File: src/rtl/pbl_pkg.sv
// shared constants, codes and beat types for the packet block-list filter
package pbl_pkg;

    localparam int ADDR_ENTRIES = 64;
    localparam int PORT_ENTRIES = 32;
    localparam int APP_TYPES    = 32;

    localparam int AIDX_W   = (ADDR_ENTRIES > 1) ? $clog2(ADDR_ENTRIES) : 1;
    localparam int PIDX_W   = (PORT_ENTRIES > 1) ? $clog2(PORT_ENTRIES) : 1;
    localparam int SCAN_LEN = (ADDR_ENTRIES > PORT_ENTRIES) ? ADDR_ENTRIES : PORT_ENTRIES;
    localparam int SCAN_W   = $clog2(SCAN_LEN + 1);

    localparam int CMD_W      = 3;
    localparam int IP_W       = 32;
    localparam int PORT_W     = 16;
    localparam int APP_W      = 5;
    localparam int REASON_W   = 2;
    localparam int IPCNT_W    = 7;
    localparam int APPCNT_W   = 6;
    localparam int PORTCNT_W  = 6;

    // two-entry queues between the parts
    localparam int Q_DEPTH = 2;
    localparam int QPTR_W  = 1;
    localparam int QCNT_W  = 2;

    localparam logic [CMD_W-1:0] CMD_CHECK       = 3'd0;
    localparam logic [CMD_W-1:0] CMD_BLOCK_IP    = 3'd1;
    localparam logic [CMD_W-1:0] CMD_UNBLOCK_IP  = 3'd2;
    localparam logic [CMD_W-1:0] CMD_BLOCK_APP   = 3'd3;
    localparam logic [CMD_W-1:0] CMD_UNBLOCK_APP = 3'd4;
    localparam logic [CMD_W-1:0] CMD_BLOCK_PORT  = 3'd5;
    localparam logic [CMD_W-1:0] CMD_UNBLOCK_PORT= 3'd6;
    localparam logic [CMD_W-1:0] CMD_CLEAR       = 3'd7;

    localparam logic [REASON_W-1:0] RSN_NONE = 2'd0;
    localparam logic [REASON_W-1:0] RSN_ADDR = 2'd1;
    localparam logic [REASON_W-1:0] RSN_APP  = 2'd2;
    localparam logic [REASON_W-1:0] RSN_PORT = 2'd3;

    localparam logic ST_DONE = 1'b0;
    localparam logic ST_FULL = 1'b1;

    typedef struct packed {
        logic [CMD_W-1:0]     cmd;
        logic                 scan;
        logic [IP_W-1:0]      ip;
        logic [PORT_W-1:0]    port;
        logic [APP_TYPES-1:0] app_sel;
    } item_t;

    typedef struct packed {
        logic                 blocked;
        logic [REASON_W-1:0]  reason;
        logic                 status;
        logic [IPCNT_W-1:0]   ip_rules;
        logic [APPCNT_W-1:0]  app_rules;
        logic [PORTCNT_W-1:0] port_rules;
    } res_t;

endpackage

File: src/rtl/pbl_front.sv
// front part: accepts input beats, classifies them and queues them for the back part
module pbl_front (
    input  logic                        clk,
    input  logic                        rst_n,
    input  logic                        push,
    output logic                        full,
    input  logic [pbl_pkg::CMD_W-1:0]   cmd,
    input  logic [pbl_pkg::IP_W-1:0]    ip_addr,
    input  logic [pbl_pkg::PORT_W-1:0]  port_num,
    input  logic [pbl_pkg::APP_W-1:0]   app_id,
    output logic                        q_valid,
    output pbl_pkg::item_t              q_item,
    input  logic                        q_take
);
    import pbl_pkg::*;

    item_t              dec;
    item_t              mem_q [Q_DEPTH];
    logic [QPTR_W-1:0]  wr_ptr_reg, wr_ptr_next;
    logic [QPTR_W-1:0]  rd_ptr_reg, rd_ptr_next;
    logic [QCNT_W-1:0]  cnt_reg, cnt_next;
    logic               do_push;
    logic               do_pop;

    always_comb
    begin
        dec.cmd  = cmd;
        dec.ip   = ip_addr;
        dec.port = port_num;
        // one-hot application select, zero when the type is out of range
        for (int j = 0; j < APP_TYPES; j++)
        begin
            dec.app_sel[j] = (int'(app_id) == j);
        end
        unique case (cmd)
            CMD_CHECK, CMD_BLOCK_IP, CMD_UNBLOCK_IP,
            CMD_BLOCK_PORT, CMD_UNBLOCK_PORT:
                dec.scan = 1'b1;
            CMD_BLOCK_APP, CMD_UNBLOCK_APP, CMD_CLEAR:
                dec.scan = 1'b0;
        endcase
    end

    assign full    = (cnt_reg == QCNT_W'(Q_DEPTH));
    assign q_valid = (cnt_reg != '0);
    assign q_item  = mem_q[rd_ptr_reg];
    assign do_push = push && !full;
    assign do_pop  = q_take && q_valid;

    always_comb
    begin
        wr_ptr_next = do_push ? wr_ptr_reg + 1'b1 : wr_ptr_reg;
        rd_ptr_next = do_pop  ? rd_ptr_reg + 1'b1 : rd_ptr_reg;
        cnt_next    = cnt_reg;
        if (do_push && !do_pop)
        begin
            cnt_next = cnt_reg + 1'b1;
        end
        else if (do_pop && !do_push)
        begin
            cnt_next = cnt_reg - 1'b1;
        end
    end

    always_ff @(posedge clk or negedge rst_n)
    begin
        if (!rst_n)
        begin
            wr_ptr_reg <= '0;
            rd_ptr_reg <= '0;
            cnt_reg    <= '0;
        end
        else
        begin
            wr_ptr_reg <= wr_ptr_next;
            rd_ptr_reg <= rd_ptr_next;
            cnt_reg    <= cnt_next;
        end
    end

    always_ff @(posedge clk)
    begin
        if (do_push)
        begin
            mem_q[wr_ptr_reg] <= dec;
        end
    end

endmodule

File: src/rtl/pbl_back.sv
// back part: rule tables, one-entry-per-cycle table scan and command execution
module pbl_back (
    input  logic            clk,
    input  logic            rst_n,
    input  logic            q_valid,
    input  pbl_pkg::item_t  q_item,
    output logic            q_take,
    output logic            res_push,
    output pbl_pkg::res_t   res_item,
    input  logic            res_full
);
    import pbl_pkg::*;

    localparam logic [1:0] S_IDLE = 2'd0;
    localparam logic [1:0] S_SCAN = 2'd1;
    localparam logic [1:0] S_EVAL = 2'd2;
    localparam logic [1:0] S_OUT  = 2'd3;

    logic [IP_W-1:0]    addr_mem [ADDR_ENTRIES];
    logic [PORT_W-1:0]  port_mem [PORT_ENTRIES];
    logic [IP_W-1:0]    addr_rd_reg;
    logic [PORT_W-1:0]  port_rd_reg;

    logic [1:0]              state_reg, state_next;
    item_t                   cur_reg, cur_next;
    logic [SCAN_W-1:0]       idx_reg, idx_next;
    logic                    rv_reg, rv_next;
    logic [SCAN_W-1:0]       ridx_reg;

    logic                    a_found_reg, a_found_next;
    logic [AIDX_W-1:0]       a_hit_reg, a_hit_next;
    logic                    a_free_reg, a_free_next;
    logic [AIDX_W-1:0]       a_fidx_reg, a_fidx_next;
    logic                    p_found_reg, p_found_next;
    logic [PIDX_W-1:0]       p_hit_reg, p_hit_next;
    logic                    p_free_reg, p_free_next;
    logic [PIDX_W-1:0]       p_fidx_reg, p_fidx_next;

    logic [ADDR_ENTRIES-1:0] addr_valid_reg, addr_valid_next;
    logic [PORT_ENTRIES-1:0] port_valid_reg, port_valid_next;
    logic [APP_TYPES-1:0]    app_mask_reg, app_mask_next;
    logic [IPCNT_W-1:0]      ip_cnt_reg, ip_cnt_next;
    logic [APPCNT_W-1:0]     app_cnt_reg, app_cnt_next;
    logic [PORTCNT_W-1:0]    port_cnt_reg, port_cnt_next;
    res_t                    res_reg, res_next;

    logic                    issue;
    logic                    a_in, a_vb, a_match;
    logic                    p_in, p_vb, p_match;
    logic                    app_hit;
    logic                    a_we, p_we;

    assign issue = (state_reg == S_SCAN) && (idx_reg < SCAN_W'(SCAN_LEN));

    // returned read beat: compare against the key, note first free slot
    assign a_in    = ridx_reg < SCAN_W'(ADDR_ENTRIES);
    assign a_vb    = addr_valid_reg[ridx_reg[AIDX_W-1:0]];
    assign a_match = a_in && a_vb && (addr_rd_reg == cur_reg.ip);
    assign p_in    = ridx_reg < SCAN_W'(PORT_ENTRIES);
    assign p_vb    = port_valid_reg[ridx_reg[PIDX_W-1:0]];
    assign p_match = p_in && p_vb && (port_rd_reg == cur_reg.port);
    assign app_hit = |(app_mask_reg & cur_reg.app_sel);

    assign res_push = (state_reg == S_OUT);
    assign res_item = res_reg;

    always_comb
    begin
        state_next      = state_reg;
        cur_next        = cur_reg;
        idx_next        = idx_reg;
        rv_next         = 1'b0;
        a_found_next    = a_found_reg;
        a_hit_next      = a_hit_reg;
        a_free_next     = a_free_reg;
        a_fidx_next     = a_fidx_reg;
        p_found_next    = p_found_reg;
        p_hit_next      = p_hit_reg;
        p_free_next     = p_free_reg;
        p_fidx_next     = p_fidx_reg;
        addr_valid_next = addr_valid_reg;
        port_valid_next = port_valid_reg;
        app_mask_next   = app_mask_reg;
        ip_cnt_next     = ip_cnt_reg;
        app_cnt_next    = app_cnt_reg;
        port_cnt_next   = port_cnt_reg;
        res_next        = res_reg;
        q_take          = 1'b0;
        a_we            = 1'b0;
        p_we            = 1'b0;

        unique case (state_reg)
            S_IDLE:
            begin
                if (q_valid)
                begin
                    q_take       = 1'b1;
                    cur_next     = q_item;
                    idx_next     = '0;
                    a_found_next = 1'b0;
                    a_free_next  = 1'b0;
                    p_found_next = 1'b0;
                    p_free_next  = 1'b0;
                    state_next   = q_item.scan ? S_SCAN : S_EVAL;
                end
            end
            S_SCAN:
            begin
                if (issue)
                begin
                    idx_next = idx_reg + 1'b1;
                    rv_next  = 1'b1;
                end
                if (rv_reg)
                begin
                    if (a_match && !a_found_reg)
                    begin
                        a_found_next = 1'b1;
                        a_hit_next   = ridx_reg[AIDX_W-1:0];
                    end
                    if (a_in && !a_vb && !a_free_reg)
                    begin
                        a_free_next = 1'b1;
                        a_fidx_next = ridx_reg[AIDX_W-1:0];
                    end
                    if (p_match && !p_found_reg)
                    begin
                        p_found_next = 1'b1;
                        p_hit_next   = ridx_reg[PIDX_W-1:0];
                    end
                    if (p_in && !p_vb && !p_free_reg)
                    begin
                        p_free_next = 1'b1;
                        p_fidx_next = ridx_reg[PIDX_W-1:0];
                    end
                end
                if (!issue && !rv_reg)
                begin
                    state_next = S_EVAL;
                end
            end
            S_EVAL:
            begin
                res_next.blocked = 1'b0;
                res_next.reason  = RSN_NONE;
                res_next.status  = ST_DONE;
                unique case (cur_reg.cmd)
                    CMD_CHECK:
                    begin
                        priority if (a_found_reg)
                            res_next.reason = RSN_ADDR;
                        else if (app_hit)
                            res_next.reason = RSN_APP;
                        else if (p_found_reg)
                            res_next.reason = RSN_PORT;
                        else
                            res_next.reason = RSN_NONE;
                        res_next.blocked = a_found_reg || app_hit || p_found_reg;
                    end
                    CMD_BLOCK_IP:
                    begin
                        if (!a_found_reg)
                        begin
                            if (a_free_reg)
                            begin
                                a_we                        = 1'b1;
                                addr_valid_next[a_fidx_reg] = 1'b1;
                                ip_cnt_next                 = ip_cnt_reg + 1'b1;
                            end
                            else
                            begin
                                res_next.status = ST_FULL;
                            end
                        end
                    end
                    CMD_UNBLOCK_IP:
                    begin
                        if (a_found_reg)
                        begin
                            addr_valid_next[a_hit_reg] = 1'b0;
                            ip_cnt_next                = ip_cnt_reg - 1'b1;
                        end
                    end
                    CMD_BLOCK_APP:
                    begin
                        app_mask_next = app_mask_reg | cur_reg.app_sel;
                        if (|(cur_reg.app_sel & ~app_mask_reg))
                        begin
                            app_cnt_next = app_cnt_reg + 1'b1;
                        end
                    end
                    CMD_UNBLOCK_APP:
                    begin
                        app_mask_next = app_mask_reg & ~cur_reg.app_sel;
                        if (app_hit)
                        begin
                            app_cnt_next = app_cnt_reg - 1'b1;
                        end
                    end
                    CMD_BLOCK_PORT:
                    begin
                        if (!p_found_reg)
                        begin
                            if (p_free_reg)
                            begin
                                p_we                        = 1'b1;
                                port_valid_next[p_fidx_reg] = 1'b1;
                                port_cnt_next               = port_cnt_reg + 1'b1;
                            end
                            else
                            begin
                                res_next.status = ST_FULL;
                            end
                        end
                    end
                    CMD_UNBLOCK_PORT:
                    begin
                        if (p_found_reg)
                        begin
                            port_valid_next[p_hit_reg] = 1'b0;
                            port_cnt_next              = port_cnt_reg - 1'b1;
                        end
                    end
                    CMD_CLEAR:
                    begin
                        addr_valid_next = '0;
                        port_valid_next = '0;
                        app_mask_next   = '0;
                        ip_cnt_next     = '0;
                        app_cnt_next    = '0;
                        port_cnt_next   = '0;
                    end
                endcase
                res_next.ip_rules   = ip_cnt_next;
                res_next.app_rules  = app_cnt_next;
                res_next.port_rules = port_cnt_next;
                state_next          = S_OUT;
            end
            S_OUT:
            begin
                if (!res_full)
                begin
                    state_next = S_IDLE;
                end
            end
        endcase
    end

    always_ff @(posedge clk or negedge rst_n)
    begin
        if (!rst_n)
        begin
            state_reg      <= S_IDLE;
            rv_reg         <= 1'b0;
            addr_valid_reg <= '0;
            port_valid_reg <= '0;
            app_mask_reg   <= '0;
            ip_cnt_reg     <= '0;
            app_cnt_reg    <= '0;
            port_cnt_reg   <= '0;
        end
        else
        begin
            state_reg      <= state_next;
            rv_reg         <= rv_next;
            addr_valid_reg <= addr_valid_next;
            port_valid_reg <= port_valid_next;
            app_mask_reg   <= app_mask_next;
            ip_cnt_reg     <= ip_cnt_next;
            app_cnt_reg    <= app_cnt_next;
            port_cnt_reg   <= port_cnt_next;
        end
    end

    always_ff @(posedge clk)
    begin
        cur_reg     <= cur_next;
        idx_reg     <= idx_next;
        ridx_reg    <= idx_reg;
        a_found_reg <= a_found_next;
        a_hit_reg   <= a_hit_next;
        a_free_reg  <= a_free_next;
        a_fidx_reg  <= a_fidx_next;
        p_found_reg <= p_found_next;
        p_hit_reg   <= p_hit_next;
        p_free_reg  <= p_free_next;
        p_fidx_reg  <= p_fidx_next;
        res_reg     <= res_next;
    end

    // address table memory: one write, one registered read
    always_ff @(posedge clk)
    begin
        if (a_we)
        begin
            addr_mem[a_fidx_reg] <= cur_reg.ip;
        end
        addr_rd_reg <= addr_mem[idx_reg[AIDX_W-1:0]];
    end

    // port table memory
    always_ff @(posedge clk)
    begin
        if (p_we)
        begin
            port_mem[p_fidx_reg] <= cur_reg.port;
        end
        port_rd_reg <= port_mem[idx_reg[PIDX_W-1:0]];
    end

endmodule

File: src/rtl/pbl_resq.sv
// result queue: holds finished result beats until the consumer pops them
module pbl_resq (
    input  logic                            clk,
    input  logic                            rst_n,
    input  logic                            res_push,
    input  pbl_pkg::res_t                   res_item,
    output logic                            res_full,
    output logic                            empty,
    input  logic                            pop,
    output logic                            blocked,
    output logic [pbl_pkg::REASON_W-1:0]    reason,
    output logic                            status,
    output logic [pbl_pkg::IPCNT_W-1:0]     ip_rules,
    output logic [pbl_pkg::APPCNT_W-1:0]    app_rules,
    output logic [pbl_pkg::PORTCNT_W-1:0]   port_rules
);
    import pbl_pkg::*;

    res_t               mem_q [Q_DEPTH];
    res_t               head;
    logic [QPTR_W-1:0]  wr_ptr_reg, wr_ptr_next;
    logic [QPTR_W-1:0]  rd_ptr_reg, rd_ptr_next;
    logic [QCNT_W-1:0]  cnt_reg, cnt_next;
    logic               do_push;
    logic               do_pop;

    assign res_full = (cnt_reg == QCNT_W'(Q_DEPTH));
    assign empty    = (cnt_reg == '0);
    assign do_push  = res_push && !res_full;
    assign do_pop   = pop && !empty;

    assign head       = mem_q[rd_ptr_reg];
    assign blocked    = head.blocked;
    assign reason     = head.reason;
    assign status     = head.status;
    assign ip_rules   = head.ip_rules;
    assign app_rules  = head.app_rules;
    assign port_rules = head.port_rules;

    always_comb
    begin
        wr_ptr_next = do_push ? wr_ptr_reg + 1'b1 : wr_ptr_reg;
        rd_ptr_next = do_pop  ? rd_ptr_reg + 1'b1 : rd_ptr_reg;
        cnt_next    = cnt_reg;
        if (do_push && !do_pop)
        begin
            cnt_next = cnt_reg + 1'b1;
        end
        else if (do_pop && !do_push)
        begin
            cnt_next = cnt_reg - 1'b1;
        end
    end

    always_ff @(posedge clk or negedge rst_n)
    begin
        if (!rst_n)
        begin
            wr_ptr_reg <= '0;
            rd_ptr_reg <= '0;
            cnt_reg    <= '0;
        end
        else
        begin
            wr_ptr_reg <= wr_ptr_next;
            rd_ptr_reg <= rd_ptr_next;
            cnt_reg    <= cnt_next;
        end
    end

    always_ff @(posedge clk)
    begin
        if (do_push)
        begin
            mem_q[wr_ptr_reg] <= res_item;
        end
    end

endmodule

File: src/rtl/packet_block_list_filter_unit.sv
// top level of the packet block-list filter
// Queue-style ports on both sides: push/full in, empty/pop out, one result beat per
// input beat, in order. Checks and address or port adds/removes scan the address and
// port tables together, one entry per cycle through each table's single read port;
// application adds/removes and clear-all skip the scan. Two-entry queues in front of
// and behind the execution engine let the input side and the result side stall
// independently. Rule counts in every result are taken after the command; the tables
// need no clearing pass after reset, since per-entry valid bits gate every read.
module packet_block_list_filter_unit (
    input  logic                            clk,
    input  logic                            rst_n,
    input  logic                            push,
    output logic                            full,
    input  logic [pbl_pkg::CMD_W-1:0]       cmd,
    input  logic [pbl_pkg::IP_W-1:0]        ip_addr,
    input  logic [pbl_pkg::PORT_W-1:0]      port_num,
    input  logic [pbl_pkg::APP_W-1:0]       app_id,
    output logic                            empty,
    input  logic                            pop,
    output logic                            blocked,
    output logic [pbl_pkg::REASON_W-1:0]    reason,
    output logic                            status,
    output logic [pbl_pkg::IPCNT_W-1:0]     ip_rules,
    output logic [pbl_pkg::APPCNT_W-1:0]    app_rules,
    output logic [pbl_pkg::PORTCNT_W-1:0]   port_rules
);
    import pbl_pkg::*;

    logic   q_valid;
    item_t  q_item;
    logic   q_take;
    logic   res_push;
    res_t   res_item;
    logic   res_full;

    pbl_front u_front (
        .clk      (clk),
        .rst_n    (rst_n),
        .push     (push),
        .full     (full),
        .cmd      (cmd),
        .ip_addr  (ip_addr),
        .port_num (port_num),
        .app_id   (app_id),
        .q_valid  (q_valid),
        .q_item   (q_item),
        .q_take   (q_take)
    );

    pbl_back u_back (
        .clk      (clk),
        .rst_n    (rst_n),
        .q_valid  (q_valid),
        .q_item   (q_item),
        .q_take   (q_take),
        .res_push (res_push),
        .res_item (res_item),
        .res_full (res_full)
    );

    pbl_resq u_resq (
        .clk        (clk),
        .rst_n      (rst_n),
        .res_push   (res_push),
        .res_item   (res_item),
        .res_full   (res_full),
        .empty      (empty),
        .pop        (pop),
        .blocked    (blocked),
        .reason     (reason),
        .status     (status),
        .ip_rules   (ip_rules),
        .app_rules  (app_rules),
        .port_rules (port_rules)
    );

endmodule

File: config.mk
export PLATFORM = sky130hd
export DESIGN_NAME = packet_block_list_filter_unit
export DESIGN_NICKNAME = d
export VERILOG_FILES = /design/src/rtl/pbl_pkg.sv /design/src/rtl/pbl_front.sv /design/src/rtl/pbl_back.sv /design/src/rtl/pbl_resq.sv /design/src/rtl/packet_block_list_filter_unit.sv
export SDC_FILE = /design/constraint.sdc
export NUM_CORES = 2
export LEC_CHECK = 0
export BUFFER_PORTS_ARGS = -buffer_cell sky130_fd_sc_hd__buf_4
export CORE_UTILIZATION = 40
export CTS_BUF_LIST = sky130_fd_sc_hd__clkbuf_4 sky130_fd_sc_hd__clkbuf_8
export DETAILED_ROUTE_END_ITERATION = 8
export PLACE_DENSITY_LB_ADDON = 0.25
export SKIP_LAST_GASP = 1
export SYNTH_ARGS = -nofsm -noshare
export SYNTH_HDL_FRONTEND = slang
export SYNTH_SLANG_ARGS = --single-unit
File: constraint.sdc
create_clock -name clk -period 12.6 [get_ports clk]
set_input_delay 0.63 -clock clk [delete_from_list [all_inputs] [get_ports clk]]
set_output_delay 0.63 -clock clk [all_outputs]
set_load 0.01 [all_outputs]
Yosys cells after proc, flatten, opt, wreduce, memory -nomap -nowiden:

Memories as Yosys holds them, arrays and structs flattened. A register that Yosys moved wholly into a read port is not among the register bits.
Index checks and enable logic that the tools add are counted.

* register bits: 304
* RAM bits: 2774
* memory bits (read-only): 8
* bits of input ports: 60
* output and inout bits: 25
* word-level logic and storage cells: 295
* memories kept: 5

Memory list
* u_back.addr_mem: depth 64, bits a word 32, read ports 1, clocked after memory_dff 1, wr ports 1, RTL line pbl_back.sv:19 `logic [IP_W-1:0] addr_mem [ADDR_ENTRIES];`
* u_back.port_mem: depth 32, bits a word 16, read ports 1, clocked after memory_dff 1, wr ports 1, RTL line pbl_back.sv:20 `logic [PORT_W-1:0] port_mem [PORT_ENTRIES];`
* u_front.mem_q: depth 2, bits a word 84, read ports 1, clocked after memory_dff 0, wr ports 1, RTL line pbl_front.sv:18 `item_t mem_q [Q_DEPTH];`
* u_resq.mem_q: depth 2, bits a word 23, read ports 1, clocked after memory_dff 0, wr ports 1, RTL line pbl_resq.sv:19 `res_t mem_q [Q_DEPTH];`
* (name not given): depth 8, bits a word 1, read ports 1, clocked after memory_dff 0, wr ports 0, RTL line pbl_front.sv:35 `unique case (cmd)`

* add/sub/neg operators: 15
* $lt $le $gt $ge: 13
* equality and inequality tests: 60
* mux-type cells: 85
* bitwise operators: 13
* reduce and logical (&&, ||, !) cells: 69

Operator list (count)
* 2-to-1 mux 64 bit: 3
* one-hot mux 32 bit (3 select lines): 2
* one-hot mux 64 bit (3 select lines): 1
* bitwise AND 32 bit: 4
* 2-to-1 mux 32 bit: 3
* NOT 32 bit: 3
* == test 5 bit (second input constant): 16
* bitwise AND 64 bit: 1
* NOT 64 bit: 1
* bitwise OR 32 bit: 2
* bitwise OR 64 bit: 1
* OR reduction 32 bit: 2
* == test 5 x 4 -> 1 bit (second input constant): 8
* 2-to-1 mux 1 bit: 40
* one-hot mux 6 bit (3 select lines): 2
* 2-to-1 mux 7 bit: 5
* == test 32 bit: 1
* 2-to-1 mux 6 bit: 5
* logical AND 1 bit: 24
* < comparator 6 x 7 -> 1 bit (second input constant): 3
* one-hot mux 7 bit (3 select lines): 1
* == test 5 x 3 -> 1 bit (second input constant): 4
* 2-to-1 mux 2 bit: 10
* < comparator 5 x 6 -> 1 bit (second input constant): 3
* other kinds (41): 110

Depth between registers and ports, before layout:

* depth in word-level cells: 8
* mapped depth: 10
* gate-level depth less buffers: 8

Cells and area by module:

Synthesis repeated with hierarchy kept, for this count alone.

* cell total of the unflattened synthesis: 5453
* area total of the unflattened synthesis: 120743.3 µm²

Modules (own cells, without submodules)
* pbl_back: instances 1, cells an instance 5031, area an instance 112282.7 µm², sequential area each 85902.4 µm²
* pbl_front: instances 1, cells an instance 331, area an instance 6501.2 µm², sequential area each 5144.9 µm²
* pbl_resq: instances 1, cells an instance 91, area an instance 1959.4 µm², sequential area each 1481.4 µm²

Least setup slack after synthesis:

Ideal clock, no wire load.

* kind: input to register
* start point: in push
* end point: mem u_front.mem_q[0][0] in the netlist's numbering, enable pin
* library setup time: 527 ps
* data arrival time: 4221 ps
* required time: 12073 ps
* setup slack: 7853 ps
* stages on the path: 2
* path buffers: 0
* cell sequence: nand2_1 -> nor2_1

* cells in the longest elaborated chain, start to end: 3

RTL lines
* from (decl): RTL line packet_block_list_filter_unit.sv:12 `input logic push,`
* logical AND 1 bit: RTL line pbl_front.sv:47 `assign do_push = push && !full;`
* 2-to-1 mux 1 bit: RTL line pbl_front.sv:83 `if (do_push)`
* 2-to-1 mux 1 bit (not written as such): RTL line pbl_front.sv:85 `mem_q[wr_ptr_reg] <= dec;`
* to (decl): RTL line pbl_front.sv:18

Every way passes these cells.

==> impl_metrics.yaml <==
outcome:
  outcome: "finished, final reports clean"
yosys:
  synthFlopType: "sky130_fd_sc_hd__edfxtp_1"
  postSynthNetCount: 5563
  ys_seq_area_share_pct: 76.8
  synth.avg_cell_area_um2: 22.0
  ys.warnings.count: 0
  yosysUniqueCellTypes: 63
  gate_count_post_synth: 5488
  netlist.top_cell.by_area: "sky130_fd_sc_hd__edfxtp_1"
  yosysMostFrequentCell: "sky130_fd_sc_hd__edfxtp_1"
  ffs_latches_synth: 3126
  synth_commonest_cells: "2913 x sky130_fd_sc_hd__edfxtp_1, 855 x sky130_fd_sc_hd__mux4_2, 200 x sky130_fd_sc_hd__nor2_1"
  synth_enable_flop_cells: 2913
  async_flop_share_pct: 5.05
  main_area_contributors_after_synthesis: "sky130_fd_sc_hd__edfxtp_1 73%, sky130_fd_sc_hd__mux4_2 16%, sky130_fd_sc_hd__dfrtp_1 3.3%"
  synth_largest_type_area_fraction_pct: 72.6
  post_synth_instance_area_um2: 120000
drt:
  route.detailed.drc: 0
  initialDrtViolationCount: 5926
  via_per_inst: 5.62
  dr.pass1.iters: 7
  drt_wl_total_mm: 293
  routed_wire_length_per_instance_um: 28.2
  route.vias.total: 58491
  detail_route_antenna_nets: 0
timing:
  max_slew.worst_pin.slew_ns: 1.36
  rsz0062_at_grt: "no"
  post-route-period-util_pct: 38.5
  timing.final.crit_period_ns: 4.86
  setup_viol_count_final: 0
  final_hold_viol_count: 0
  setup_tns_ns: 0
  whs_ns: 0.194
  report.final.slew_viol_count: 0
  slew_headroom_pct: 8.58
  final_worst_clock_skew_ns: 0.0513
  max_freq_mhz: 206
grt:
  number_of_global_route_vias_before_repair: 60168
  maximum_number_of_pins_on_one_net_before_global_route_repair: 124
  groute.usage.overall_pct: 19.2
  grt_antenna_before_repair: 12
  global_route.overflow_total: 0
  grt_first_pass_wirelength_mm: 424
layout:
  seq_area_um2: 92500
  largest_reg_flops: 2048
  area_of_combinational_cells_with_multiple_inputs_um2: 27100
  fraction_of_final_layout_cells_with_drive_strength_greater_than_1_pct: 34.3
  final_cell_area_um2: 138000
  final_nets: 6127
  fillerInstances: 24987
  area_growth_pct: 14.4
  layout_top_registers: "u_back.addr_mem (2048), u_back.port_mem (512), u_front.mem_q (168)"
  most_flops_register: "u_back.addr_mem"
worst_setup_path:
  critical_path.startpoint_type: "flop"
  worstReg2RegEnd: "u_back.addr_rd_reg[28]"
  cp_data_arrival_time_ns: 5.84
  cp_data_required_time_ns: 13.58
  cp-end-kind: "flop"
  rr_startpoint: "u_back.idx_reg[0]"
  r2r_slack_ns: 7.74
  source_of_the_critical_timing_path: "u_back.idx_reg[0]"
  crit_chain: "buf_4 > buf_4 > buf_4 > mux4_2 > mux4_2 > mux4_2"
  number_of_buffer_and_inverter_stages_on_the_critical_path: 3
  cp_peak_stage_delay_ns: 0.88
  crit_fanout: 48
  crit_type: "flop to flop"
  rr_worst_depth: 6
  timing.critical_path.max_delay_family: "buffers and inverters"
  max_stage_delay_cell_worst_path: "sky130_fd_sc_hd__buf_4"
clock_tree:
  numClockSinks: 3126
  cts_made_buffers: 523
  clkLatencyLatePin_ns: 1.12
  clock_transition_at_path_regs_ns: 0.06
  tritoncts: "yes"
  clock_path_buffers: 4
  maximum_level_of_the_cts_h_tree: 6
  clock_tree.root_cell: "sky130_fd_sc_hd__clkbuf_8"
floorplanning:
  die_width_um: 551
  fp-row-count: 201
  initial_util_pct: 40.2
  die_height_um: 551
  design.die.area_um2: 303000
  coreArea_um2: 300000
  io_pins: 85
min_path:
  classification_of_the_worst_slack_hold_path: "primary input to flop"
  hold_end: "u_front.mem_q[1][20]"
  worstHoldStart: "app_id[0]"
  whs_path_depth: 3
power:
  static-leakage-power_nw: 43.8
  power.ir.vdd_worst_mv: 0.220
  cellPowerDensity_nw_per_um2: 225
placement:
  io_buffers: 84
  placed_area_um2: 127000
  detailedPlacementHpwl_mm: 160
  gp_congestion: 0.786
run:
  max-cap-violations: 0
[worst register-to-register path, delay by kind of cell (launching register included)]
family | cells | cell delay, ns
buf+inv | 3 | 2.58
mux | 3 | 1.74
flops | 1 | 0.43
[logic make-up after synthesis]
kind of cell | count (synthesis) | synth area share, %
flops | 3126 | 76.8
mux | 998 | 17.3
compound gates | 490 | 2.32
simple gates | 443 | 1.73
buf+inv | 345 | 1.18
xor+xnor | 71 | 0.516
fa+ha+maj | 15 | 0.156
[worst max-delay path by stage]
| stage | end | slack, ns | cells past startpoint |
|---|---|---|---|
| floorplan | u_front.mem_q[0][0] | 7.85 | 2 |
| global placement | u_back.addr_rd_reg[28] | 7.57 | 6 |
| detailed placement | u_back.addr_rd_reg[28] | 7.58 | 6 |
| CTS | u_back.addr_rd_reg[28] | 7.57 | 6 |
| global route | u_back.addr_rd_reg[20] | 7.31 | 6 |
| finish | u_back.addr_rd_reg[28] | 7.74 | 6 |
[area by class of cell]
cell class	instances	area share, %
antenna	7	0.0127
sequential	3126	67.1
clock buffer	735	6.48
multi-input combinational	2017	19.7
timing repair buffer	330	2.00
clock inverter	188	0.934
inverter	54	0.149
tap	3958	3.59
[where the power goes]
part	internal, W	switching (W)
clock	0.00471	0.00410
combinational	0.00364	0.00499
sequential	0.0131	0.000470
total	0.0215	0.00955
[layout by cell type (no fill, tap or decap), types with 8 or more instances in the layout]
cell and n:
sky130_fd_sc_hd__edfxtp_1 2913, sky130_fd_sc_hd__mux4_2 855, sky130_fd_sc_hd__clkbuf_8 545, sky130_fd_sc_hd__buf_4 259
sky130_fd_sc_hd__o21ai_0 195, sky130_fd_sc_hd__clkbuf_4 190, sky130_fd_sc_hd__a21oi_1 173, sky130_fd_sc_hd__dfrtp_1 157
sky130_fd_sc_hd__mux2_2 135, sky130_fd_sc_hd__nor2_1 99, sky130_fd_sc_hd__clkinv_1 92, sky130_fd_sc_hd__nand2_1 82
sky130_fd_sc_hd__nor2_4 66, sky130_fd_sc_hd__dlygate4sd3_1 59, sky130_fd_sc_hd__dfxtp_1 55, sky130_fd_sc_hd__xnor2_1 52
sky130_fd_sc_hd__inv_1 51, sky130_fd_sc_hd__clkinv_2 40, sky130_fd_sc_hd__a22o_1 36, sky130_fd_sc_hd__nor2_2 35
sky130_fd_sc_hd__nand3_1 32, sky130_fd_sc_hd__o22ai_1 22, sky130_fd_sc_hd__nand4_1 21, sky130_fd_sc_hd__a22oi_1 19
sky130_fd_sc_hd__xor2_1 19, sky130_fd_sc_hd__inv_8 18, sky130_fd_sc_hd__nand3b_1 17, sky130_fd_sc_hd__ha_1 14
sky130_fd_sc_hd__nor3_1 13, sky130_fd_sc_hd__inv_6 13, sky130_fd_sc_hd__clkinv_8 11, sky130_fd_sc_hd__nor2b_1 10
sky130_fd_sc_hd__nor4_1 10, sky130_fd_sc_hd__buf_12 10, sky130_fd_sc_hd__and3_1 9, sky130_fd_sc_hd__a31oi_1 8
sky130_fd_sc_hd__nand2b_1 8, sky130_fd_sc_hd__or3b_2 8, sky130_fd_sc_hd__mux2i_1 8
[per-layer routing]
metal | up-vias | GRT usage (%) | wire length [µm]
met5 | - | 0 | 13
met3 | 388 | 3.29 | 18700
met2 | 2166 | 30.6 | 141000
met1 | 31713 | 27.7 | 128000
li1 | 24222 | - | -
met4 | 2 | 4.72 | 5440
[through the flow]
stage                     power (W)  setup slack, ns  cells  utilization, %
after floorplan              0.0194             7.85   5488               -
after global placement       0.0224             7.57   9421            42.3
after detailed placement     0.0225             7.58   9426            42.4
after CTS                    0.0313             7.57  10408            46.0
after global routing         0.0323             7.31  10411            46.0
final                        0.0310             7.74  10415            46.0
[what timing repair did]
item / in CTS / in global routing
buffers inserted: 0 / 0
resized for setup: 0 / 0
hold buffers: 59 / 0
endpoints found under the hold margin: 248 / 0
Power figures use the tool's default switching activity.
